`src/rtl/plcm_pkg.sv`:
```
package plcm_pkg;

	localparam int IN_W          = 32;
	localparam int PT_W          = 16;
	localparam int CFG_IDX_W     = 3;
	localparam int CFG_DATA_W    = 64;
	localparam int STORED_POINTS = 10;
	localparam int QUEUE_DEPTH   = 4;
	localparam int FRAC_W        = 16;
	localparam int RES_W         = 20;

	localparam logic signed [RES_W-1:0] OUT_MAX = 20'sd32767;
	localparam logic signed [RES_W-1:0] OUT_MIN = -20'sd32768;

	localparam logic [31:0] INPUT_MIN_RST  = 32'd0;
	localparam logic [31:0] INPUT_MAX_RST  = 32'd6553600;
	localparam logic [63:0] CURVE_LOW_RST  = 64'd2401850410527358976;
	localparam logic [63:0] CURVE_MID_RST  = 64'd5604521564424776818;
	localparam logic [31:0] CURVE_HIGH_RST = 32'd1677744356;

	typedef enum logic [CFG_IDX_W-1:0] {
		REG_INPUT_MIN  = 3'd0,
		REG_INPUT_MAX  = 3'd1,
		REG_CURVE_LOW  = 3'd2,
		REG_CURVE_MID  = 3'd3,
		REG_CURVE_HIGH = 3'd4,
		REG_INVERT     = 3'd5
	} reg_index_t;

	typedef enum logic [1:0] {
		KIND_FIRST  = 2'd0,
		KIND_LAST   = 2'd1,
		KIND_INTERP = 2'd2
	} kind_t;

	typedef struct packed {
		logic [31:0] input_min;
		logic [31:0] input_max;
		logic [63:0] curve_low;
		logic [63:0] curve_mid;
		logic [31:0] curve_high;
		logic        invert;
	} cfg_t;

	function automatic logic [PT_W-1:0] curve_point(cfg_t cfg, int unsigned idx);
		logic [PT_W*STORED_POINTS-1:0] flat;
		flat = {cfg.curve_high, cfg.curve_mid, cfg.curve_low};
		if (idx < STORED_POINTS) begin
			return flat[idx*PT_W +: PT_W];
		end
		return '0;
	endfunction

endpackage

```
`src/rtl/plcm_regs.sv`:
```
module plcm_regs (
	input  logic                               clk,
	input  logic                               arst_n,
	input  logic                               cfg_valid,
	output logic                               cfg_ready,
	input  logic [plcm_pkg::CFG_IDX_W-1:0]     cfg_index,
	input  logic [plcm_pkg::CFG_DATA_W-1:0]    cfg_data,
	output plcm_pkg::cfg_t                     cfg
);

	plcm_pkg::cfg_t cfg_q;

	assign cfg_ready = 1'b1;
	assign cfg       = cfg_q;

	always_ff @(posedge clk or negedge arst_n) begin
		if (!arst_n) begin
			cfg_q.input_min  <= plcm_pkg::INPUT_MIN_RST;
			cfg_q.input_max  <= plcm_pkg::INPUT_MAX_RST;
			cfg_q.curve_low  <= plcm_pkg::CURVE_LOW_RST;
			cfg_q.curve_mid  <= plcm_pkg::CURVE_MID_RST;
			cfg_q.curve_high <= plcm_pkg::CURVE_HIGH_RST;
			cfg_q.invert     <= 1'b0;
		end else if (cfg_valid && cfg_ready) begin
			case (plcm_pkg::reg_index_t'(cfg_index))
				plcm_pkg::REG_INPUT_MIN: begin
					cfg_q.input_min <= cfg_data[31:0];
				end
				plcm_pkg::REG_INPUT_MAX: begin
					cfg_q.input_max <= cfg_data[31:0];
				end
				plcm_pkg::REG_CURVE_LOW: begin
					cfg_q.curve_low <= cfg_data;
				end
				plcm_pkg::REG_CURVE_MID: begin
					cfg_q.curve_mid <= cfg_data;
				end
				plcm_pkg::REG_CURVE_HIGH: begin
					cfg_q.curve_high <= cfg_data[31:0];
				end
				plcm_pkg::REG_INVERT: begin
					cfg_q.invert <= cfg_data[0];
				end
				default: begin
				end
			endcase
		end
	end

endmodule

```
`config.mk`:
```
export PLATFORM = sky130hd
export DESIGN_NAME = plcm_regs
export DESIGN_NICKNAME = d
export VERILOG_FILES = /design/src/rtl/plcm_pkg.sv /design/src/rtl/plcm_regs.sv
export SDC_FILE = /design/constraint.sdc
export NUM_CORES = 1
export LEC_CHECK = 0
export ABC_CLOCK_PERIOD_IN_PS = 1420
export BUFFER_PORTS_ARGS = -buffer_cell sky130_fd_sc_hd__buf_2
export CAP_MARGIN = 20
export CORE_MARGIN = 2
export CORE_UTILIZATION = 32
export CTS_CLUSTER_DIAMETER = 50
export DETAILED_ROUTE_END_ITERATION = 6
export SETUP_SLACK_MARGIN = 0.2
export SYNTH_ARGS = -nofsm -noshare
export SYNTH_HDL_FRONTEND = slang
export SYNTH_SLANG_ARGS = --single-unit
```
`constraint.sdc`:
```
create_clock -name clk -period 1.42 [get_ports clk]
set_input_delay 0.284 -clock clk [delete_from_list [all_inputs] [get_ports clk]]
set_output_delay 0.284 -clock clk [all_outputs]
set_load 0.01 [all_outputs]
```
==> impl_metrics.toml <==
[cts]
insertion_delay_ns = 0.52
tritoncts = "done"
cts.sinks = 225
clockRootBuffer = "clkbuf_16"
clk_pin_slew_ns = 0.06
numCtsBuffers = 27
clockBufferDepth = 3
htreeDepth = 1

[critical_path]
worst-path-max-fanout = 2
crit_required_ns = 1.14
cpPeakStageDelay_ns = 0.56
crit_family = "flip-flops"
endpoint_kind = "primary output"
cp_num_cells = 1
cp.arrival_ns = 1.19
worstSetupStartpointType = "flop"
path_class = "flop to primary output"
crit_chain = "buf_6"
slowest_stage = "dfstp_2"
path_buf_inv = 1
r2r_cells = 3

[worst_hold_path]
hold_depth = 2
hp-class = "input pin to flop"

[final_layout]
largest_register_ffs = 225
diodes = 0
seqCellArea_mm2 = 0.00571
final_cell_mix = "167 x buf_2, 161 x dfrtp_1, 126 x buf_6, 116 x mux2_4, 107 x mux2_2"
postLayoutCellArea_mm2 = 0.0137
num-fill-cells = 2243
layout-drive-gt1-share_pct = 78.6
nets = 995
area_delta_synth_final_pct = 54.8
final_common_cell = "buf_2"
multi_input_area_mm2 = 0.00309

[place]
place.gp.congestion = 0.733
portBuffers = 294
place_area_mm2 = 0.0112
hpwl_mm = 14.9

[die]
die_area_mm2 = 0.0291
die_h_um = 171
row_count = 60
die_w_um = 171
fp.coreArea_mm2 = 0.0271
start_util_pct = 32.8
io_pins = 296

[timing]
hold_slack_ns = 0.0276
slew_viol_final = 0
worst_slack_ns = -0.0556
setup_viol = 64
hold_viol = 0
rsz0062_at_grt = "true"
fin_crit_ns = 1.48
skew_ns = 0
fmaxAchievable_mhz = 678
fin_crit_sh_pct = 104

[route]
routed_wl_mm = 23.1
vias = 5731
ant_nets = 0
dr.pass1.iters = 3
viasPerCell = 4.35
dr.first_iter.drc_count = 149
drc = 0
wl_per_cell_um = 17.6

[grt]
grt-ovfl-total = 0
grt_use_total_pct = 15.2
grt_pass1_wl_mm = 34.7
grt_pass1_vias = 6001
antenna_found_initial = 0
grt_max_degree = 48

[yosys]
ys_types = 15
synth_warnings = 0
syn_avg_cell_area_um2 = 18.4
synth_seq_area_share_pct = 64.3
post_synth_instance_area_mm2 = 0.00888
synth-seq-cells = 225
syn-num-nets = 553
syn_inst = 483

[run_status]
violations = "negative setup slack"
status = "finished with violations"

[pwr]
power_leakage_nw = 6.55
p_per_area_mw_per_mm2 = 1620
irDropWorstVdd_v = 0.00112

[flow_run]
drv_cap = 0
## cell type report
| class | instances | area share [%] |
|---|---|---|
| clock buffers | 42 | 5.91 |
| clock inverters | 7 | 0.592 |
| multi-input cells | 232 | 22.5 |
| flip-flops and latches | 225 | 41.6 |
| well taps | 372 | 3.39 |
| repair buffers | 439 | 26.1 |
## layer usage
metal / vias up / track usage (%) / part of all wire [%]
met5: - / 0 / 0
met4: 0 / 3.57 / 1.8
met3: 36 / 5.32 / 8.6
met2: 205 / 24.2 / 47
met1: 2901 / 19.8 / 43
li1: 2589 / - / -
## final timing paths
check                        startpoint  slack [ns]       end
hold / removal             cfg_data[50]        0.03  cfg[147]
hold reg to reg                cfg[217]        0.48  cfg[217]
setup reg to reg               cfg[154]        0.38  cfg[154]
max in group asynchronous        arst_n        0.53    cfg[6]
setup / recovery                cfg[91]       -0.06   cfg[91]
min in group asynchronous        arst_n        0.27  cfg[120]
## repair_timing
item	4_1_cts	5_1_grt
endpoints found under the setup margin	225	225
cloned	0	0
endpoints found under the hold margin	79	0
hold buffers	29	0
buffers inserted	50	32
gates resized for setup	114	25
## logic make-up after synthesis
logic type / synth area share [%]
buffers and inverters: 3.66
other: 0.0422
AND/OR/NAND/NOR: 0.874
flip-flops: 64.3
multiplexers: 31.1
## where the power goes
part	internal (mW)	total [mW]	switching, mW	leakage, nW
registers	8.14	9.06	0.925	2.60
logic	4.10	6.40	2.30	3.51
clock network	4.12	6.79	2.67	0.439
total	16.4	22.2	5.90	6.55
## cells in the mapped netlist
cell type | number | area, um2
buf_12 | 6 | 120
buf_2 | 1 | 5.00
buf_4 | 2 | 15.0
buf_6 | 16 | 180
clkbuf_2 | 1 | 5.00
conb_1 | 1 | 3.75
dfrtp_1 | 161 | 4030
dfstp_2 | 64 | 1680
mux2_1 | 8 | 90.1
mux2_2 | 157 | 1770
mux2_4 | 60 | 901
nand4b_1 | 2 | 17.5
nor4b_4 | 1 | 23.8
nor4bb_1 | 2 | 20.0
nor4bb_2 | 1 | 16.3
## through the flow
step / std cells / utilization [%] / worst slack [ns] / setup TNS (ns) / power, mW
3_5_place_dp: 1157 / 41.1 / -0.267 / -36.07 / 13.6
5_1_grt: 1317 / 50.7 / -0.0972 / -4.78 / 23.4
6_report: 1317 / 50.7 / -0.0556 / -1.60 / 22.2
2_1_floorplan: 483 / - / 0.0809 / 0 / 11.4
3_3_place_gp: 1157 / 41.1 / -0.244 / -34.51 / 13.6
4_1_cts: 1285 / 49.3 / -0.0734 / -3.64 / 22.0
Note: power is estimated with default switching activity, not from simulation.
