## src/rtl/plcm_pkg.sv

```systemverilog
package plcm_pkg;

	localparam int IN_W          = 32;
	localparam int PT_W          = 16;
	localparam int CFG_IDX_W     = 3;
	localparam int CFG_DATA_W    = 64;
	localparam int STORED_POINTS = 10;
	localparam int QUEUE_DEPTH   = 4;
	localparam int FRAC_W        = 16;
	localparam int RES_W         = 20;

	localparam logic signed [RES_W-1:0] OUT_MAX = 20'sd32767;
	localparam logic signed [RES_W-1:0] OUT_MIN = -20'sd32768;

	localparam logic [31:0] INPUT_MIN_RST  = 32'd0;
	localparam logic [31:0] INPUT_MAX_RST  = 32'd6553600;
	localparam logic [63:0] CURVE_LOW_RST  = 64'd2401850410527358976;
	localparam logic [63:0] CURVE_MID_RST  = 64'd5604521564424776818;
	localparam logic [31:0] CURVE_HIGH_RST = 32'd1677744356;

	typedef enum logic [CFG_IDX_W-1:0] {
		REG_INPUT_MIN  = 3'd0,
		REG_INPUT_MAX  = 3'd1,
		REG_CURVE_LOW  = 3'd2,
		REG_CURVE_MID  = 3'd3,
		REG_CURVE_HIGH = 3'd4,
		REG_INVERT     = 3'd5
	} reg_index_t;

	typedef enum logic [1:0] {
		KIND_FIRST  = 2'd0,
		KIND_LAST   = 2'd1,
		KIND_INTERP = 2'd2
	} kind_t;

	typedef struct packed {
		logic [31:0] input_min;
		logic [31:0] input_max;
		logic [63:0] curve_low;
		logic [63:0] curve_mid;
		logic [31:0] curve_high;
		logic        invert;
	} cfg_t;

	function automatic logic [PT_W-1:0] curve_point(cfg_t cfg, int unsigned idx);
		logic [PT_W*STORED_POINTS-1:0] flat;
		flat = {cfg.curve_high, cfg.curve_mid, cfg.curve_low};
		if (idx < STORED_POINTS) begin
			return flat[idx*PT_W +: PT_W];
		end
		return '0;
	endfunction

endpackage

```

## src/rtl/plcm_front.sv

```systemverilog
module plcm_front #(
	parameter int CURVE_POINTS = 10
) (
	input  logic                            clk,
	input  logic                            arst_n,
	input  logic                            in_valid,
	output logic                            in_ready,
	input  logic [plcm_pkg::IN_W-1:0]       in_value,
	input  plcm_pkg::cfg_t                  cfg,
	output logic                            out_valid,
	input  logic                            out_ready,
	output plcm_pkg::kind_t                 out_kind,
	output logic [31+((CURVE_POINTS > 2) ? $clog2(CURVE_POINTS-1) : 1):0] out_pos,
	output logic [31:0]                     out_range
);

	localparam int KW = (CURVE_POINTS > 2) ? $clog2(CURVE_POINTS-1) : 1;
	localparam int TW = 32 + KW;
	localparam logic [TW-1:0] SCALE = TW'(CURVE_POINTS - 1);

	logic            valid_s1;
	plcm_pkg::kind_t kind_s1;
	logic [31:0]     diff_s1;
	logic [31:0]     range_s1;

	plcm_pkg::kind_t kind_c;
	logic [32:0]     diff_c;
	logic [32:0]     range_c;

	always_comb begin
		if ($signed(in_value) <= $signed(cfg.input_min)) begin
			kind_c = plcm_pkg::KIND_FIRST;
		end else if ($signed(in_value) >= $signed(cfg.input_max)) begin
			kind_c = plcm_pkg::KIND_LAST;
		end else begin
			kind_c = plcm_pkg::KIND_INTERP;
		end
		diff_c  = {in_value[31], in_value} - {cfg.input_min[31], cfg.input_min};
		range_c = {cfg.input_max[31], cfg.input_max} - {cfg.input_min[31], cfg.input_min};
	end

	assign in_ready  = !valid_s1 || out_ready;
	assign out_valid = valid_s1;
	assign out_kind  = kind_s1;
	assign out_range = range_s1;
	assign out_pos   = TW'(diff_s1) * SCALE;

	always_ff @(posedge clk or negedge arst_n) begin
		if (!arst_n) begin
			valid_s1 <= 1'b0;
		end else if (in_ready) begin
			valid_s1 <= in_valid;
		end
	end

	always_ff @(posedge clk) begin
		if (in_valid && in_ready) begin
			kind_s1  <= kind_c;
			diff_s1  <= diff_c[31:0];
			range_s1 <= range_c[31:0];
		end
	end

endmodule

```

## config.mk

```make
export PLATFORM = sky130hd
export DESIGN_NAME = plcm_front
export DESIGN_NICKNAME = d
export VERILOG_FILES = /design/src/rtl/plcm_pkg.sv /design/src/rtl/plcm_front.sv
export SDC_FILE = /design/constraint.sdc
export NUM_CORES = 1
export LEC_CHECK = 0
export CORE_AREA = 5 5 126 128
export DETAILED_ROUTE_END_ITERATION = 10
export DIE_AREA = 0 0 131 133
export DONT_BUFFER_PORTS = 1
export PLACE_DENSITY = 0.71
export SLEW_MARGIN = 0
export SYNTH_ARGS = -nofsm -noshare
export SYNTH_HDL_FRONTEND = slang
export SYNTH_SLANG_ARGS = --single-unit
```

## constraint.sdc

```tcl
create_clock -name clk -period 5.3 [get_ports clk]
set_input_delay 0.795 -clock clk [delete_from_list [all_inputs] [get_ports clk]]
set_output_delay 0.795 -clock clk [all_outputs]
set_load 0.03 [all_outputs]
```

==> impl_metrics.ini <==
[finish]
fillers = 1374
layout.nets = 1288
stdcell_count = 1064
antennaDiodeCount = 0
layout_commonest_cell = ha_1
mostFrequentLayoutCells = ha_1 (153), a21oi_1 (83), inv_1 (81), edfxtp_1 (66), xnor2_1 (57)
drive_gt1_share_pct = 4.566
synthToLayoutAreaGrowth_pct = 6.078
final_area_sq_um = 8429

[critical_path]
r2r-start = out_valid
crit_fanout = 3
r2r_cells = 3
crit_type = flop to output port
required_ps = 4510
ff2ff_setup_slack_ps = 2820
worstPathArrival_ps = 4000
endpoint_kind = output port
rr_endpoint = out_range[28]
start_kind = flop

[power]
clockPowerShare_pct = 20.9
p_sw_share_pct = 44.01
total_power_mw = 2.708
max-vdd-ir-drop_mv = 0.1827
net-switching-power_mw = 1.192
combPwrFrac_pct = 50.4
seq_power_share_pct = 28.6
powerDensity_nw_per_um2 = 321.3
p_int_mw = 1.516
leakage_nw = 3.908

[synth]
synth-async-reset-ratio_pct = 1.493
synthTopCellsByArea = edfxtp_1 (25%), ha_1 (24%), xnor2_1 (6.3%)
synth-simple-area-share_pct = 12.23
synth_top_family_by_area = adder cells
netlist_area_sq_um = 7946
synth-xor-area-share_pct = 9.258
syn_area_per_cell_sq_um = 9.144
yosys.area.top_type_share_pct = 24.94
synth_compound_area_share_pct = 23.79
synth_edf_count = 66
synth_fa_ha_area_share_pct = 24.85
ys_ff_latch = 67
yosys-mux-area-fraction_pct = 0.1260
synth_top_area_cell = edfxtp_1
synthCells = 869
ys.flop_type = edfxtp_1
synth.distinct_cells = 65
synth-seq-area-share_pct = 25.26
syn_nets = 1286
yosysWarnings = 0

[clocking]
clkLatencyLatePin_ps = 340
clkSinkCount = 67
cts-root-buf = clkbuf_16
postCtsSetupBuffers = 0
cts_resized = 0
cts_tree = yes
clk_pin_slew_worst_paths_ps = 50
hold_buffers = 0
cts_made_buffers = 9
clockBufferDepth = 2
cts_max_level = 3

[detailed_routing]
final_antenna_net_count = 0
drc = 0
via_count = 6177
first_pass_iters = 5
drt_iter0_drc = 330
post_drt_wl_per_cell_um = 17.66
totalWireLength_mm = 18.79
vias_per_cell = 5.805

[sta]
clock.fmax_mhz = 208.6
relSlewSlack_pct = 45.64
tns_ps = 0
finalCriticalPeriod_ps = 4794
rsz0062_at_grt = false
hold_viol_final = 0
finalMaxSlewViolations = 0
fin_skew_ps = 2.512
finalSetupViolCount = 0
tightest_slew_ps = 815.4
fin_crit_sh_pct = 90.46
layout_setup_ws_ps = 505.5

[die]
core_sq_um = 14750
fp.dieW_um = 131
num_rows = 45
die_area_sq_um = 17420
pin_count = 333
start_util_pct = 53.87
die_h_um = 133

[place]
dp_cells = 1048
gp_congestion = 0.9380
dpl.hpwl_mm = 15.76
placed_cell_area_sq_um = 8145
place.port_buffers = 0
post-place-ws_ps = 855.0

[global_route]
grt_first_pass_wirelength_mm = 30.24
track_usage_pct = 21.74
grt_overflow = 0
grt_max_degree = 35
first_global_vias = 6075
antenna_found_initial = 0

[job]
cap_violations = 0

[min_path]
min_path_type = primary input to async pin

[status]
status = complete, no violations
## state kept, by name, summed over array words and instances (netlist names)
name,flops
out_kind,2
out_valid,1
out_range,32
diff_s1,32
## final cells by class
class | count | area [sq um] | share of cell area [%]
multi-input cells | 710 | 5584 | 66.25
clock buffers | 9 | 225.2 | 2.672
inverters | 81 | 304.0 | 3.607
repair buffers | 2 | 15.01 | 0.1781
clock inverters | 7 | 58.81 | 0.6976
flip-flops and latches | 67 | 2007 | 23.81
well taps | 188 | 235.2 | 2.791
## worst max-delay path by stage
stage | from | to | cells past startpoint
floorplan | diff_s1[1] | out_pos[32] | 12
global placement | diff_s1[1] | out_pos[34] | 12
detailed placement | diff_s1[1] | out_pos[34] | 12
CTS | diff_s1[1] | out_pos[34] | 12
global route | diff_s1[1] | out_pos[34] | 12
finish | diff_s1[1] | out_pos[34] | 12
## power groups by stage
stage	Combinational, mW	Clock, mW	Sequential (mW)
global placement	1.35	0	0.785
finish	1.37	0.567	0.775
floorplan	1.17	0	0.768
CTS	1.37	0.578	0.777
global route	1.51	0.604	0.783
detailed placement	1.36	0	0.785
## through the flow
step,utilization [%],hold slack [ps]
after floorplan,-,499.4
after global placement,55.22,499.5
after detailed placement,55.22,499.5
final,57.14,145.9
after global routing,57.14,137.0
after CTS,57.14,138.6
## synthesized netlist by cell type, types with 14 or more instances
cell,instances
o21ai_0,40
a21o_1,50
edfxtp_1,66
nand2b_1,15
ha_1,153
nand3_1,21
xnor2_1,57
nor2_1,51
a21oi_1,83
o21a_1,14
nand2_1,41
xor2_1,27
nand4_1,16
inv_1,81
## kinds of logic after synthesis
logic type / after synthesis
buffers and inverters: 92
flip-flops: 67
AND/OR/NAND/NOR: 195
multiplexers: 1
XOR/XNOR: 84
AO/OA/AOI/OAI: 274
adder cells (fa/ha/maj): 156
## per-layer routing
metal | part of all wire, % | GRT usage (%) | wire (um)
met5 | 0 | 0 | 0
met4 | 2.2 | 6.914 | 414
met3 | 10 | 8.518 | 1925
met2 | 41 | 31.04 | 7646
met1 | 47 | 30.07 | 8801
## worst max-delay path, stage by stage (launching register included)
cell,delay (ps)
edfxtp_1,550
ha_1,360
ha_1,250
fa_1,440
a211oi_1,330
o21ai_0,210
a31o_2,310
o2111ai_1,170
and3_1,230
nand2b_1,120
nand3_1,100
a21boi_1,70
xor2_1,520
Note: power is estimated with default switching activity, not from simulation.
