--- config.mk ---
export PLATFORM = sky130hd
export DESIGN_NAME = plcm_fifo
export DESIGN_NICKNAME = d
export VERILOG_FILES = /design/src/rtl/plcm_pkg.sv /design/src/rtl/plcm_fifo.sv
export SDC_FILE = /design/constraint.sdc
export NUM_CORES = 1
export LEC_CHECK = 0
export CAP_MARGIN = 10
export CORE_ASPECT_RATIO = 1.25
export CORE_MARGIN = 3
export CORE_UTILIZATION = 54
export DETAILED_ROUTE_END_ITERATION = 6
export DONT_BUFFER_PORTS = 1
export MAX_ROUTING_LAYER = met4
export PLACE_DENSITY = 0.69
export SLEW_MARGIN = 40
export SYNTH_ARGS = -nofsm -noshare
export SYNTH_HDL_FRONTEND = slang
export SYNTH_SLANG_ARGS = --single-unit
export TNS_END_PERCENT = 5
--- constraint.sdc ---
create_clock -name clk -period 7.05 [get_ports clk]
set_clock_uncertainty 0.15 [all_clocks]
set_input_delay 1.0575 -clock clk [delete_from_list [all_inputs] [get_ports clk]]
set_output_delay 1.0575 -clock clk [all_outputs]
set_load 0.01 [all_outputs]
--- src/rtl/plcm_pkg.sv ---
package plcm_pkg;

	localparam int IN_W          = 32;
	localparam int PT_W          = 16;
	localparam int CFG_IDX_W     = 3;
	localparam int CFG_DATA_W    = 64;
	localparam int STORED_POINTS = 10;
	localparam int QUEUE_DEPTH   = 4;
	localparam int FRAC_W        = 16;
	localparam int RES_W         = 20;

	localparam logic signed [RES_W-1:0] OUT_MAX = 20'sd32767;
	localparam logic signed [RES_W-1:0] OUT_MIN = -20'sd32768;

	localparam logic [31:0] INPUT_MIN_RST  = 32'd0;
	localparam logic [31:0] INPUT_MAX_RST  = 32'd6553600;
	localparam logic [63:0] CURVE_LOW_RST  = 64'd2401850410527358976;
	localparam logic [63:0] CURVE_MID_RST  = 64'd5604521564424776818;
	localparam logic [31:0] CURVE_HIGH_RST = 32'd1677744356;

	typedef enum logic [CFG_IDX_W-1:0] {
		REG_INPUT_MIN  = 3'd0,
		REG_INPUT_MAX  = 3'd1,
		REG_CURVE_LOW  = 3'd2,
		REG_CURVE_MID  = 3'd3,
		REG_CURVE_HIGH = 3'd4,
		REG_INVERT     = 3'd5
	} reg_index_t;

	typedef enum logic [1:0] {
		KIND_FIRST  = 2'd0,
		KIND_LAST   = 2'd1,
		KIND_INTERP = 2'd2
	} kind_t;

	typedef struct packed {
		logic [31:0] input_min;
		logic [31:0] input_max;
		logic [63:0] curve_low;
		logic [63:0] curve_mid;
		logic [31:0] curve_high;
		logic        invert;
	} cfg_t;

	function automatic logic [PT_W-1:0] curve_point(cfg_t cfg, int unsigned idx);
		logic [PT_W*STORED_POINTS-1:0] flat;
		flat = {cfg.curve_high, cfg.curve_mid, cfg.curve_low};
		if (idx < STORED_POINTS) begin
			return flat[idx*PT_W +: PT_W];
		end
		return '0;
	endfunction

endpackage

--- src/rtl/plcm_fifo.sv ---
module plcm_fifo #(
	parameter int WIDTH = 70
) (
	input  logic             clk,
	input  logic             arst_n,
	input  logic             wr_valid,
	output logic             wr_ready,
	input  logic [WIDTH-1:0] wr_data,
	output logic             rd_valid,
	input  logic             rd_ready,
	output logic [WIDTH-1:0] rd_data
);

	localparam int DEPTH = plcm_pkg::QUEUE_DEPTH;
	localparam int PTR_W = $clog2(DEPTH);
	localparam int CNT_W = $clog2(DEPTH + 1);
	localparam logic [PTR_W-1:0] LAST_PTR = PTR_W'(DEPTH - 1);
	localparam logic [CNT_W-1:0] FULL_CNT = CNT_W'(DEPTH);

	logic [WIDTH-1:0] mem_q [DEPTH];
	logic [PTR_W-1:0] wr_ptr_q;
	logic [PTR_W-1:0] rd_ptr_q;
	logic [CNT_W-1:0] count_q;
	logic             push;
	logic             pop;

	assign wr_ready = (count_q != FULL_CNT);
	assign rd_valid = (count_q != '0);
	assign rd_data  = mem_q[rd_ptr_q];
	assign push     = wr_valid && wr_ready;
	assign pop      = rd_valid && rd_ready;

	always_ff @(posedge clk or negedge arst_n) begin
		if (!arst_n) begin
			wr_ptr_q <= '0;
			rd_ptr_q <= '0;
			count_q  <= '0;
		end else begin
			if (push) begin
				wr_ptr_q <= (wr_ptr_q == LAST_PTR) ? '0 : wr_ptr_q + 1'b1;
			end
			if (pop) begin
				rd_ptr_q <= (rd_ptr_q == LAST_PTR) ? '0 : rd_ptr_q + 1'b1;
			end
			if (push && !pop) begin
				count_q <= count_q + 1'b1;
			end else if (pop && !push) begin
				count_q <= count_q - 1'b1;
			end
		end
	end

	always_ff @(posedge clk) begin
		if (push) begin
			mem_q[wr_ptr_q] <= wr_data;
		end
	end

endmodule

==> flow_summary.json <==
{
  "crit_fanout": 24,
  "post-route-period-util_pct": 54.5,
  "place_congestion": 0.769,
  "preCtsSetupSlack_ps": 3660,
  "dp_hpwl_um": 10900,
  "hold_buffers": 0,
  "min_period_ps": 3840,
  "setup_slack_ps": 3210,
  "yosys.area_share.adder_pct": 0.896,
  "vias": 4144,
  "start_util_pct": 55.7,
  "placed_cells": 661,
  "timing.hold.ws_ps": 90.1,
  "drtIter0Drc": 359,
  "ant_nets": 0,
  "wirelength_um": 17500,
  "power.leakage_nw": 3.77,
  "min_path_type": "in2async",
  "ys_types": 19,
  "cap_viol_max_count": 0,
  "worstPathRequired_ps": 5840,
  "dpl-instance-area_um2": 11000,
  "gr-total-overflow": 0,
  "die_h_um": 163,
  "synth_compound_area_share_pct": 0.106,
  "rsz0062_at_grt": "no",
  "hold_violations": 0,
  "finalSetupViolCount": 0,
  "io_pins": 146,
  "numClockSinks": 287,
  "synth-xor-area-share_pct": 0.247,
  "grt_antenna_before_repair": 0,
  "numCtsBuffers": 26,
  "relSlewSlack_pct": 68.1,
  "synth-simple-area-share_pct": 0.554,
  "insertedDiodeCount": 0,
  "setup_tns_ps": 0,
  "ys_seq_area_share_pct": 80.8,
  "worstMarginPinSlew_ps": 479,
  "path_class": "reg2out",
  "area_growth_pct": 12.1,
  "status": "complete, no violations",
  "dr.pass1.iters": 4,
  "die-area_um2": 21400,
  "finalNonFillerCells": 709,
  "root_buffer": "clkbuf_16",
  "die_w_um": 131,
  "grt_pass1_vias": 4590,
  "tritoncts": "built",
  "r2r_slack_ps": 4680,
  "yosysWarnings": 0,
  "clock_latency_ps": 510,
  "rows": 56,
  "ff2ff_path_depth": 8,
  "cts_resized": 0,
  "grt_max_degree": 35,
  "drc": 0,
  "nNetsFinal": 509,
  "syn_inst": 403,
  "postCtsSetupBuffers": 0,
  "ir_worst_vdd_v": 0.000298,
  "ys_seq_elements": 287,
  "wl_per_cell_um": 24.7,
  "cp-start-kind": "register",
  "synthMuxAreaShare_pct": 15.5,
  "finalMaxSlewViolations": 0,
  "grt.total_usage_pct": 17.2,
  "cts.reportedPaths.clkPinSlew_ps": 60,
  "worstSetupEndpointType": "output port",
  "synth_area_um2": 10600,
  "ctsLongestPathBuffers": 3,
  "syn_area_per_cell_um2": 26.3,
  "fmax_mhz": 260,
  "power_density_nw_per_um2": 428,
  "htreeDepth": 1,
  "fp.coreArea_um2": 19100,
  "design_area_um2": 11900,
  "r2r-end": "count_q[2]",
  "io_buffers": 0,
  "synth_top_family_by_area": "multiplexers",
  "routed_via_density": 5.84,
  "syn_nets": 484,
  "drive_above_1_share_pct": 29.7,
  "crit-reg2reg-launch": "count_q[0]",
  "arrival_ps": 2640,
  "grt_pass1_wl_um": 27400
}
Yosys cell counts:
library cell	instances	area [um2]
inv_1	3	11.3
edfxtp_1	280	8410
dfrtp_1	7	175
mux2_2	5	56.3
clkbuf_1	1	3.75
a21boi_2	1	11.3
mux4_1	2	52.6
buf_6	1	11.3
mux4_2	68	1530
xnor2_1	1	8.76
fa_1	1	20.0
and2_1	4	25.0
nor2_1	4	15.0
xor2_1	2	17.5
nand2_1	2	7.51
or3_4	1	11.3
buf_12	7	140
ha_1	6	75.1
buf_2	7	35.0
critical path, stage by stage, from the launching register on:
cell and delay (ps):
dfrtp_4 540, buf_12 240, buf_12 240, buf_4 450
mux4_2 630
flip-flops by register name (all words and copies together) (netlist names):
register	cells
count_q	3
mem_q	280
rd_ptr_q	2
wr_ptr_q	2
cell families (layout without fill, tap and decap cells):
family | count (synthesis) | in the layout
adder cells (fa/ha/maj) | 7 | 7
XOR/XNOR | 3 | 3
AND/OR/NAND/NOR | 11 | 11
buffers and inverters | 19 | 64
AO/OA/AOI/OAI | 1 | 1
flip-flops | 287 | 287
multiplexers | 75 | 75
cell type report:
type | count | area (um2)
clock buffer | 32 | 694
multi-input combinational | 97 | 1840
timing repair buffer | 13 | 255
tap | 261 | 327
inverter | 3 | 11.3
fill | 1294 | 7160
sequential | 287 | 8590
clock inverter | 16 | 181
stage by stage:
| step | power (mW) | utilization [%] |
|---|---|---|
| 6_report | 5.09 | 62.4 |
| 5_1_grt | 5.32 | 62.4 |
| 4_1_cts | 5.17 | 62.4 |
| 3_5_place_dp | 3.75 | 57.9 |
| 3_3_place_gp | 3.61 | 56.6 |
| 2_1_floorplan | 3.45 | - |
how the worst max path moves through the flow:
stage           startpoint          end  cells past startpoint
2_1_floorplan     wr_valid  mem_q[0][0]                      2
3_3_place_gp   rd_ptr_q[0]  rd_data[21]                      2
3_5_place_dp   rd_ptr_q[0]  rd_data[21]                      4
4_1_cts        rd_ptr_q[0]  rd_data[21]                      4
5_1_grt        rd_ptr_q[0]  rd_data[23]                      4
6_report       rd_ptr_q[0]  rd_data[23]                      4
where the power goes:
group          internal [mW]  switching [mW]
sequential              2.25           0.111
clock                  0.847           0.571
combinational          0.580           0.725
routing by layer:
| layer | track usage [%] | vias to the layer above | part of all wire, % |
|---|---|---|---|
| met3 | 5.38 | 34 | 8.7 |
| met2 | 27.8 | 152 | 51 |
| met5 | - | - | 0 |
| li1 | - | 1774 | - |
| met4 | 5.73 | 0 | 2.6 |
| met1 | 20.9 | 2184 | 37 |
cell usage in the layout (no fill, tap or decap), types with 2 or more instances in the layout:
| cell | n |
|---|---|
| edfxtp_1 | 280 |
| mux4_2 | 68 |
| clkbuf_16 | 27 |
| buf_12 | 11 |
| ha_1 | 6 |
| clkinv_2 | 6 |
| mux2_2 | 5 |
| clkbuf_1 | 5 |
| dfrtp_1 | 5 |
| nor2_1 | 4 |
| and2_4 | 4 |
| clkinv_1 | 4 |
| bufinv_16 | 4 |
| inv_1 | 3 |
| nand2_1 | 2 |
| mux4_1 | 2 |
| xor2_1 | 2 |
| dfrtp_4 | 2 |
Note: power is estimated with default switching activity, not from simulation.
