**config.mk**
```make
export PLATFORM = sky130hd
export DESIGN_NAME = plcm_back
export DESIGN_NICKNAME = d
export VERILOG_FILES = /design/src/rtl/plcm_pkg.sv /design/src/rtl/plcm_back.sv
export SDC_FILE = /design/constraint.sdc
export NUM_CORES = 2
export LEC_CHECK = 0
export BUFFER_PORTS_ARGS = -buffer_cell sky130_fd_sc_hd__buf_4
export CORE_UTILIZATION = 62
export CTS_CLUSTER_DIAMETER = 40
export CTS_CLUSTER_SIZE = 28
export DETAILED_ROUTE_END_ITERATION = 6
export PLACE_DENSITY_LB_ADDON = 0.15
export SYNTH_ARGS = -nofsm -noshare
export SYNTH_HDL_FRONTEND = slang
export SYNTH_SLANG_ARGS = --single-unit
```
**constraint.sdc**
```tcl
create_clock -name clk -period 150.3 [get_ports clk]
set_input_delay 7.515 -clock clk [delete_from_list [all_inputs] [get_ports clk]]
set_output_delay 7.515 -clock clk [all_outputs]
set_load 0.03 [all_outputs]
```
**src/rtl/plcm_pkg.sv**
```systemverilog
package plcm_pkg;

	localparam int IN_W          = 32;
	localparam int PT_W          = 16;
	localparam int CFG_IDX_W     = 3;
	localparam int CFG_DATA_W    = 64;
	localparam int STORED_POINTS = 10;
	localparam int QUEUE_DEPTH   = 4;
	localparam int FRAC_W        = 16;
	localparam int RES_W         = 20;

	localparam logic signed [RES_W-1:0] OUT_MAX = 20'sd32767;
	localparam logic signed [RES_W-1:0] OUT_MIN = -20'sd32768;

	localparam logic [31:0] INPUT_MIN_RST  = 32'd0;
	localparam logic [31:0] INPUT_MAX_RST  = 32'd6553600;
	localparam logic [63:0] CURVE_LOW_RST  = 64'd2401850410527358976;
	localparam logic [63:0] CURVE_MID_RST  = 64'd5604521564424776818;
	localparam logic [31:0] CURVE_HIGH_RST = 32'd1677744356;

	typedef enum logic [CFG_IDX_W-1:0] {
		REG_INPUT_MIN  = 3'd0,
		REG_INPUT_MAX  = 3'd1,
		REG_CURVE_LOW  = 3'd2,
		REG_CURVE_MID  = 3'd3,
		REG_CURVE_HIGH = 3'd4,
		REG_INVERT     = 3'd5
	} reg_index_t;

	typedef enum logic [1:0] {
		KIND_FIRST  = 2'd0,
		KIND_LAST   = 2'd1,
		KIND_INTERP = 2'd2
	} kind_t;

	typedef struct packed {
		logic [31:0] input_min;
		logic [31:0] input_max;
		logic [63:0] curve_low;
		logic [63:0] curve_mid;
		logic [31:0] curve_high;
		logic        invert;
	} cfg_t;

	function automatic logic [PT_W-1:0] curve_point(cfg_t cfg, int unsigned idx);
		logic [PT_W*STORED_POINTS-1:0] flat;
		flat = {cfg.curve_high, cfg.curve_mid, cfg.curve_low};
		if (idx < STORED_POINTS) begin
			return flat[idx*PT_W +: PT_W];
		end
		return '0;
	endfunction

endpackage

```
**src/rtl/plcm_back.sv**
```systemverilog
module plcm_back #(
	parameter int CURVE_POINTS = 10
) (
	input  logic                         clk,
	input  logic                         arst_n,
	input  logic                         in_valid,
	output logic                         in_ready,
	input  plcm_pkg::kind_t              in_kind,
	input  logic [31+((CURVE_POINTS > 2) ? $clog2(CURVE_POINTS-1) : 1):0] in_pos,
	input  logic [31:0]                  in_range,
	input  plcm_pkg::cfg_t               cfg,
	output logic                         out_valid,
	input  logic                         out_ready,
	output logic [plcm_pkg::PT_W-1:0]    out_value
);

	localparam int KW    = (CURVE_POINTS > 2) ? $clog2(CURVE_POINTS-1) : 1;
	localparam int TW    = 32 + KW;
	localparam int QW    = plcm_pkg::FRAC_W;
	localparam int PW    = plcm_pkg::PT_W + 32;
	localparam int PT_W  = plcm_pkg::PT_W;
	localparam int RES_W = plcm_pkg::RES_W;
	localparam int NSEG  = CURVE_POINTS - 1;
	localparam logic [KW-1:0] KMAX = KW'(CURVE_POINTS - 2);

	logic en;

	logic [2*PT_W-1:0] pair_tbl [NSEG];
	logic [PT_W-1:0]   first_pt;
	logic [PT_W-1:0]   last_pt;

	// Segment search: restoring division of the scaled position by the range.
	logic            d1_valid_in [KW];
	plcm_pkg::kind_t d1_kind_in  [KW];
	logic [TW-1:0]   d1_rem_in   [KW];
	logic [KW-1:0]   d1_quo_in   [KW];
	logic [31:0]     d1_range_in [KW];
	logic [TW-1:0]   d1_div      [KW];
	logic            d1_ge       [KW];
	logic            d1_valid_s  [KW];
	plcm_pkg::kind_t d1_kind_s   [KW];
	logic [TW-1:0]   d1_rem_s    [KW];
	logic [KW-1:0]   d1_quo_s    [KW];
	logic [31:0]     d1_range_s  [KW];

	logic              valid_sm;
	plcm_pkg::kind_t   kind_sm;
	logic [PT_W-1:0]   a_sm;
	logic              neg_sm;
	logic [PT_W-1:0]   mag_sm;
	logic [31:0]       r_sm;
	logic [31:0]       range_sm;

	logic              valid_sp;
	plcm_pkg::kind_t   kind_sp;
	logic [PT_W-1:0]   a_sp;
	logic              neg_sp;
	logic [PW-1:0]     prod_sp;
	logic [31:0]       range_sp;

	// Fraction: restoring division of the scaled step by the range.
	logic            d2_valid_in [QW];
	plcm_pkg::kind_t d2_kind_in  [QW];
	logic [PW-1:0]   d2_rem_in   [QW];
	logic [QW-1:0]   d2_quo_in   [QW];
	logic [31:0]     d2_range_in [QW];
	logic [PT_W-1:0] d2_a_in     [QW];
	logic            d2_neg_in   [QW];
	logic [PW-1:0]   d2_div      [QW];
	logic            d2_ge       [QW];
	logic            d2_valid_s  [QW];
	plcm_pkg::kind_t d2_kind_s   [QW];
	logic [PW-1:0]   d2_rem_s    [QW];
	logic [QW-1:0]   d2_quo_s    [QW];
	logic [31:0]     d2_range_s  [QW];
	logic [PT_W-1:0] d2_a_s      [QW];
	logic            d2_neg_s    [QW];

	logic              valid_sr;
	plcm_pkg::kind_t   kind_sr;
	logic [PT_W-1:0]   a_sr;
	logic              neg_sr;
	logic [QW:0]       q_sr;

	logic              out_valid_q;
	logic [PT_W-1:0]   out_value_q;

	logic [KW-1:0]     kc;
	logic [2*PT_W-1:0] pair_c;
	logic [PT_W:0]     delta_c;
	logic [PT_W:0]     absd_c;
	logic [32:0]       twice_rem_c;
	logic signed [RES_W-1:0] a_ext;
	logic signed [RES_W-1:0] q_ext;
	logic signed [RES_W-1:0] first_ext;
	logic signed [RES_W-1:0] last_ext;
	logic signed [RES_W-1:0] v_c;
	logic signed [RES_W-1:0] w_c;
	logic [PT_W-1:0]         sat_c;

	assign en        = !out_valid_q || out_ready;
	assign in_ready  = en;
	assign out_valid = out_valid_q;
	assign out_value = out_value_q;

	assign first_pt = plcm_pkg::curve_point(cfg, 0);
	assign last_pt  = plcm_pkg::curve_point(cfg, CURVE_POINTS - 1);

	for (genvar j = 0; j < NSEG; j++) begin : g_pair
		assign pair_tbl[j] = {plcm_pkg::curve_point(cfg, j + 1),
			plcm_pkg::curve_point(cfg, j)};
	end

	for (genvar j = 0; j < KW; j++) begin : g_seg
		if (j == 0) begin : g_head
			assign d1_valid_in[j] = in_valid;
			assign d1_kind_in[j]  = in_kind;
			assign d1_rem_in[j]   = in_pos;
			assign d1_quo_in[j]   = '0;
			assign d1_range_in[j] = in_range;
		end else begin : g_tail
			assign d1_valid_in[j] = d1_valid_s[j-1];
			assign d1_kind_in[j]  = d1_kind_s[j-1];
			assign d1_rem_in[j]   = d1_rem_s[j-1];
			assign d1_quo_in[j]   = d1_quo_s[j-1];
			assign d1_range_in[j] = d1_range_s[j-1];
		end

		assign d1_div[j] = TW'(d1_range_in[j]) << (KW - 1 - j);
		assign d1_ge[j]  = (d1_rem_in[j] >= d1_div[j]);

		always_ff @(posedge clk or negedge arst_n) begin
			if (!arst_n) begin
				d1_valid_s[j] <= 1'b0;
			end else if (en) begin
				d1_valid_s[j] <= d1_valid_in[j];
			end
		end

		always_ff @(posedge clk) begin
			if (en) begin
				d1_kind_s[j]  <= d1_kind_in[j];
				d1_range_s[j] <= d1_range_in[j];
				d1_rem_s[j]   <= d1_ge[j] ? d1_rem_in[j] - d1_div[j] : d1_rem_in[j];
				d1_quo_s[j]   <= d1_quo_in[j] | (KW'(d1_ge[j]) << (KW - 1 - j));
			end
		end
	end

	always_comb begin
		kc      = (d1_quo_s[KW-1] > KMAX) ? KMAX : d1_quo_s[KW-1];
		pair_c  = pair_tbl[kc];
		delta_c = {pair_c[2*PT_W-1], pair_c[2*PT_W-1:PT_W]}
			- {pair_c[PT_W-1], pair_c[PT_W-1:0]};
		absd_c  = delta_c[PT_W] ? -delta_c : delta_c;
	end

	always_ff @(posedge clk or negedge arst_n) begin
		if (!arst_n) begin
			valid_sm <= 1'b0;
			valid_sp <= 1'b0;
			valid_sr <= 1'b0;
		end else if (en) begin
			valid_sm <= d1_valid_s[KW-1];
			valid_sp <= valid_sm;
			valid_sr <= d2_valid_s[QW-1];
		end
	end

	always_ff @(posedge clk) begin
		if (en) begin
			kind_sm  <= d1_kind_s[KW-1];
			a_sm     <= pair_c[PT_W-1:0];
			neg_sm   <= delta_c[PT_W];
			mag_sm   <= absd_c[PT_W-1:0];
			r_sm     <= d1_rem_s[KW-1][31:0];
			range_sm <= d1_range_s[KW-1];

			kind_sp  <= kind_sm;
			a_sp     <= a_sm;
			neg_sp   <= neg_sm;
			prod_sp  <= PW'(mag_sm) * PW'(r_sm);
			range_sp <= range_sm;
		end
	end

	for (genvar j = 0; j < QW; j++) begin : g_frac
		if (j == 0) begin : g_head
			assign d2_valid_in[j] = valid_sp;
			assign d2_kind_in[j]  = kind_sp;
			assign d2_rem_in[j]   = prod_sp;
			assign d2_quo_in[j]   = '0;
			assign d2_range_in[j] = range_sp;
			assign d2_a_in[j]     = a_sp;
			assign d2_neg_in[j]   = neg_sp;
		end else begin : g_tail
			assign d2_valid_in[j] = d2_valid_s[j-1];
			assign d2_kind_in[j]  = d2_kind_s[j-1];
			assign d2_rem_in[j]   = d2_rem_s[j-1];
			assign d2_quo_in[j]   = d2_quo_s[j-1];
			assign d2_range_in[j] = d2_range_s[j-1];
			assign d2_a_in[j]     = d2_a_s[j-1];
			assign d2_neg_in[j]   = d2_neg_s[j-1];
		end

		assign d2_div[j] = PW'(d2_range_in[j]) << (QW - 1 - j);
		assign d2_ge[j]  = (d2_rem_in[j] >= d2_div[j]);

		always_ff @(posedge clk or negedge arst_n) begin
			if (!arst_n) begin
				d2_valid_s[j] <= 1'b0;
			end else if (en) begin
				d2_valid_s[j] <= d2_valid_in[j];
			end
		end

		always_ff @(posedge clk) begin
			if (en) begin
				d2_kind_s[j]  <= d2_kind_in[j];
				d2_range_s[j] <= d2_range_in[j];
				d2_a_s[j]     <= d2_a_in[j];
				d2_neg_s[j]   <= d2_neg_in[j];
				d2_rem_s[j]   <= d2_ge[j] ? d2_rem_in[j] - d2_div[j] : d2_rem_in[j];
				d2_quo_s[j]   <= d2_quo_in[j] | (QW'(d2_ge[j]) << (QW - 1 - j));
			end
		end
	end

	// The remainder is below the range, so it fits 32 bits; a remainder of
	// at least half the range rounds the fraction up.
	assign twice_rem_c = {d2_rem_s[QW-1][31:0], 1'b0};

	always_ff @(posedge clk) begin
		if (en) begin
			kind_sr <= d2_kind_s[QW-1];
			a_sr    <= d2_a_s[QW-1];
			neg_sr  <= d2_neg_s[QW-1];
			q_sr    <= {1'b0, d2_quo_s[QW-1]}
				+ (QW+1)'(twice_rem_c >= {1'b0, d2_range_s[QW-1]});
		end
	end

	always_comb begin
		a_ext     = {{(RES_W-PT_W){a_sr[PT_W-1]}}, a_sr};
		q_ext     = {{(RES_W-QW-1){1'b0}}, q_sr};
		first_ext = {{(RES_W-PT_W){first_pt[PT_W-1]}}, first_pt};
		last_ext  = {{(RES_W-PT_W){last_pt[PT_W-1]}}, last_pt};
		case (kind_sr)
			plcm_pkg::KIND_FIRST: begin
				v_c = first_ext;
			end
			plcm_pkg::KIND_LAST: begin
				v_c = last_ext;
			end
			default: begin
				v_c = neg_sr ? a_ext - q_ext : a_ext + q_ext;
			end
		endcase
		w_c = cfg.invert ? first_ext + last_ext - v_c : v_c;
		if (w_c > plcm_pkg::OUT_MAX) begin
			sat_c = plcm_pkg::OUT_MAX[PT_W-1:0];
		end else if (w_c < plcm_pkg::OUT_MIN) begin
			sat_c = plcm_pkg::OUT_MIN[PT_W-1:0];
		end else begin
			sat_c = w_c[PT_W-1:0];
		end
	end

	always_ff @(posedge clk or negedge arst_n) begin
		if (!arst_n) begin
			out_valid_q <= 1'b0;
		end else if (en) begin
			out_valid_q <= valid_sr;
		end
	end

	always_ff @(posedge clk) begin
		if (en) begin
			out_value_q <= sat_c;
		end
	end

endmodule

```
==> results.cfg <==
[synth]
synth_common_cells = edfxtp_1, inv_1, nand2_1
synthArstFlopShare_pct = 1.060
synthMostInstantiatedCell = edfxtp_1
yosys_warnings = 0
ys_ff_latch = 2264
synthTopCellsByArea = edfxtp_1, ha_1, fa_1
synth_cells = 11970
synth_edf_count = 2240
yosysTopAreaCell = edfxtp_1
ys_seq_area_share_pct = 50.21
synthesis.nets = 13580
synth_top_cell_area_share_pct = 49.76
synth_top_flop_cell = edfxtp_1
yosysUniqueCellTypes = 91
avgSynthCellArea_um2 = 11.29
syn-cell-area_mm2 = 0.1352

[sta]
period_share_pct = 10.87
slew_violations = 0
final-hold-violation-count = 0
slew-limit-headroom_pct = 14.58
setup_violations = 0
fin_ws_ps = 133970
worst_pin_slew_ps = 1281
fin_setup_tns_ps = 0
skew_ps = 84.76
rsz0062_at_grt = false
post-route-min-period_ps = 16330
fmax_mhz = 61.23

[route]
viasPerCell = 5.979
postRouteAntennaNets = 0
via_count = 92310
wl_per_cell_um = 20.51
drc_errors = 0
drt_iter0_drc = 7372
firstDrtPassIters = 7
wl_mm = 316.6

[clock_network]
root_buffer = clkbuf_16
numCtsBuffers = 335
cts_resized = 0
postCtsSetupBuffers = 0
cts_tree = yes
htree_levels = 5
clk_pin_slew_worst_paths_ps = 60
ctsHoldBuffers = 0
worstSkewPairLatency_ps = 960
clk_path_buf_depth = 4
clock_sinks = 2264

[worst_setup_path]
cp_slowest_cell = inv_8
path_buf_inv = 4
reg2reg_to = prod_sp[46]
ff2ff_setup_slack_ps = 141780
end_kind = output pin
worstRegToRegCells = 21
crit_arrival_ps = 8820
start_kind = input port
crit_top_cell = buf_4
crit_required_ps = 142790
max_stage_delay_ps = 600
worstPathCellList = buf_4, nor2b_2, buf_4, inv_8, buf_4
path_max_fanout = 119
worstSetupPathType = in2out
critPathTopFamily = buffers and inverters
r2r_start = mag_sm[11]

[final_layout]
layout-drive-gt1-share_pct = 9.291
nets = 13940
syn2layout_area_growth_pct = 11.97

[die]
die_x_um = 468.9
fp.dieH_um = 468.9
start_util_pct = 62.31
dieArea_mm2 = 0.2199
rows = 171
core_area_mm2 = 0.2170
ioPinCount = 317

[placement]
gpl.final_weighted_congestion = 0.9280
portBuffers = 252
dpl_worst_slack_ps = 133940
dp_hpwl_mm = 238.0

[global_routing]
grt.busiest_layer = met2
grt_overflow = 0
grt_max_degree = 193
first_global_vias = 92940
antenna_found_initial = 7
grt_use_met1_pct = 35.89
met3_usage_pct = 4.085
grt_pass1_wl_mm = 498.9
met2_usage_pct = 50.09
grtUsageTotal_pct = 28.91

[hold_path]
holdPathStages = 0
hold_start = d2_a_s[5][6]
min_to = d2_a_s[6][6]
worstHoldPathType = reg2reg

[run]
drv_cap = 0

[outcome]
run_status = finished clean
[stage by stage]
stage          hold WS, ps  area (µm²)  utilization (%)  std cells
3_3_place_gp         400.7      140300            64.65      14850
4_1_cts              368.3      151300            69.76      15440
5_1_grt              379.9      151400            69.76      15440
3_5_place_dp         404.5      140300            64.65      14850
6_report             371.0      151400            69.76      15440
2_1_floorplan        400.3      135200                -      11970
[cell families (layout without fill, tap and decap cells)]
family	Yosys count	in the layout	synth area share, %
buffers and inverters	1620	2228	4.510
other	0	4	0
XOR/XNOR	793	793	5.148
AO/OA/AOI/OAI	2720	2720	12.35
flip-flops	2264	2264	50.21
AND/OR/NAND/NOR	2967	2967	10.46
adder cells (fa/ha/maj)	1308	1308	14.65
multiplexers	302	302	2.673
[flip-flops by register name, summed over array words and instances, names as in the netlist, 17 cells and up]
name / count
range_sp: 32
d2_a_s: 256
d1_rem_s: 140
d2_range_s: 512
range_sm: 32
d2_quo_s: 136
r_sm: 32
q_sr: 17
d1_range_s: 128
d2_kind_s: 32
d2_rem_s: 752
prod_sp: 48
[how the worst max path moves through the flow]
stage,start,endpoint,slack [ps],depth (start not counted)
after global routing,out_ready,in_ready,133860,5
after global placement,out_ready,in_ready,133960,5
after detailed placement,out_ready,in_ready,133940,5
after floorplan,out_ready,in_ready,91760,4
final,out_ready,in_ready,133970,5
after CTS,out_ready,in_ready,133930,5
[cells in the final DEF (no fill, tap or decap), drive strengths merged, types with 23 or more instances in the layout]
master    netlist  routed
dfrtp          24      24
edfxtp       2240    2240
nor3          153     153
nand2b        133     133
inv          1306    1382
a21boi         23      23
o21ai         816     816
a31oi          74      74
nor4           74      74
mux2i         118     118
clkbuf        279     362
o21a          107     107
xnor2         448     448
a21oi         785     785
nand4         111     111
o31ai          74      74
ha            850     850
and3           69      69
clkinv          2     100
nand2        1169    1169
nor2b         136     136
o21bai        101     101
xor2          344     344
mux2          152     152
mux4           32      32
o211ai         32      32
and2          176     176
or2            35      35
or3            74      74
a21o          396     396
a211oi        102     102
nand3         135     135
nor2          573     573
buf            33     330
and4           23      23
clkinvlp        0      35
fa            458     458
[cell type report]
type	count	area (µm²)
clock buffers	362	8717
well taps	2854	3571
flip-flops and latches	2264	67870
repair buffers	330	2515
fillers	15440	65600
multi-input cells	8090	61390
diodes	4	10.01
clock inverters	228	2365
inverters	1308	4917
[per-layer routing]
layer / share of wire (%) / vias to the layer above
li1: - / 43540
met1: 40 / 45060
met2: 50 / 2858
met3: 5.2 / 853
met4: 4.8 / 4
met5: 0.0088 / -
Power is left out: the tool's default activity adds up to more than one toggle a clock period on the data nets, which glitch-free logic cannot reach.
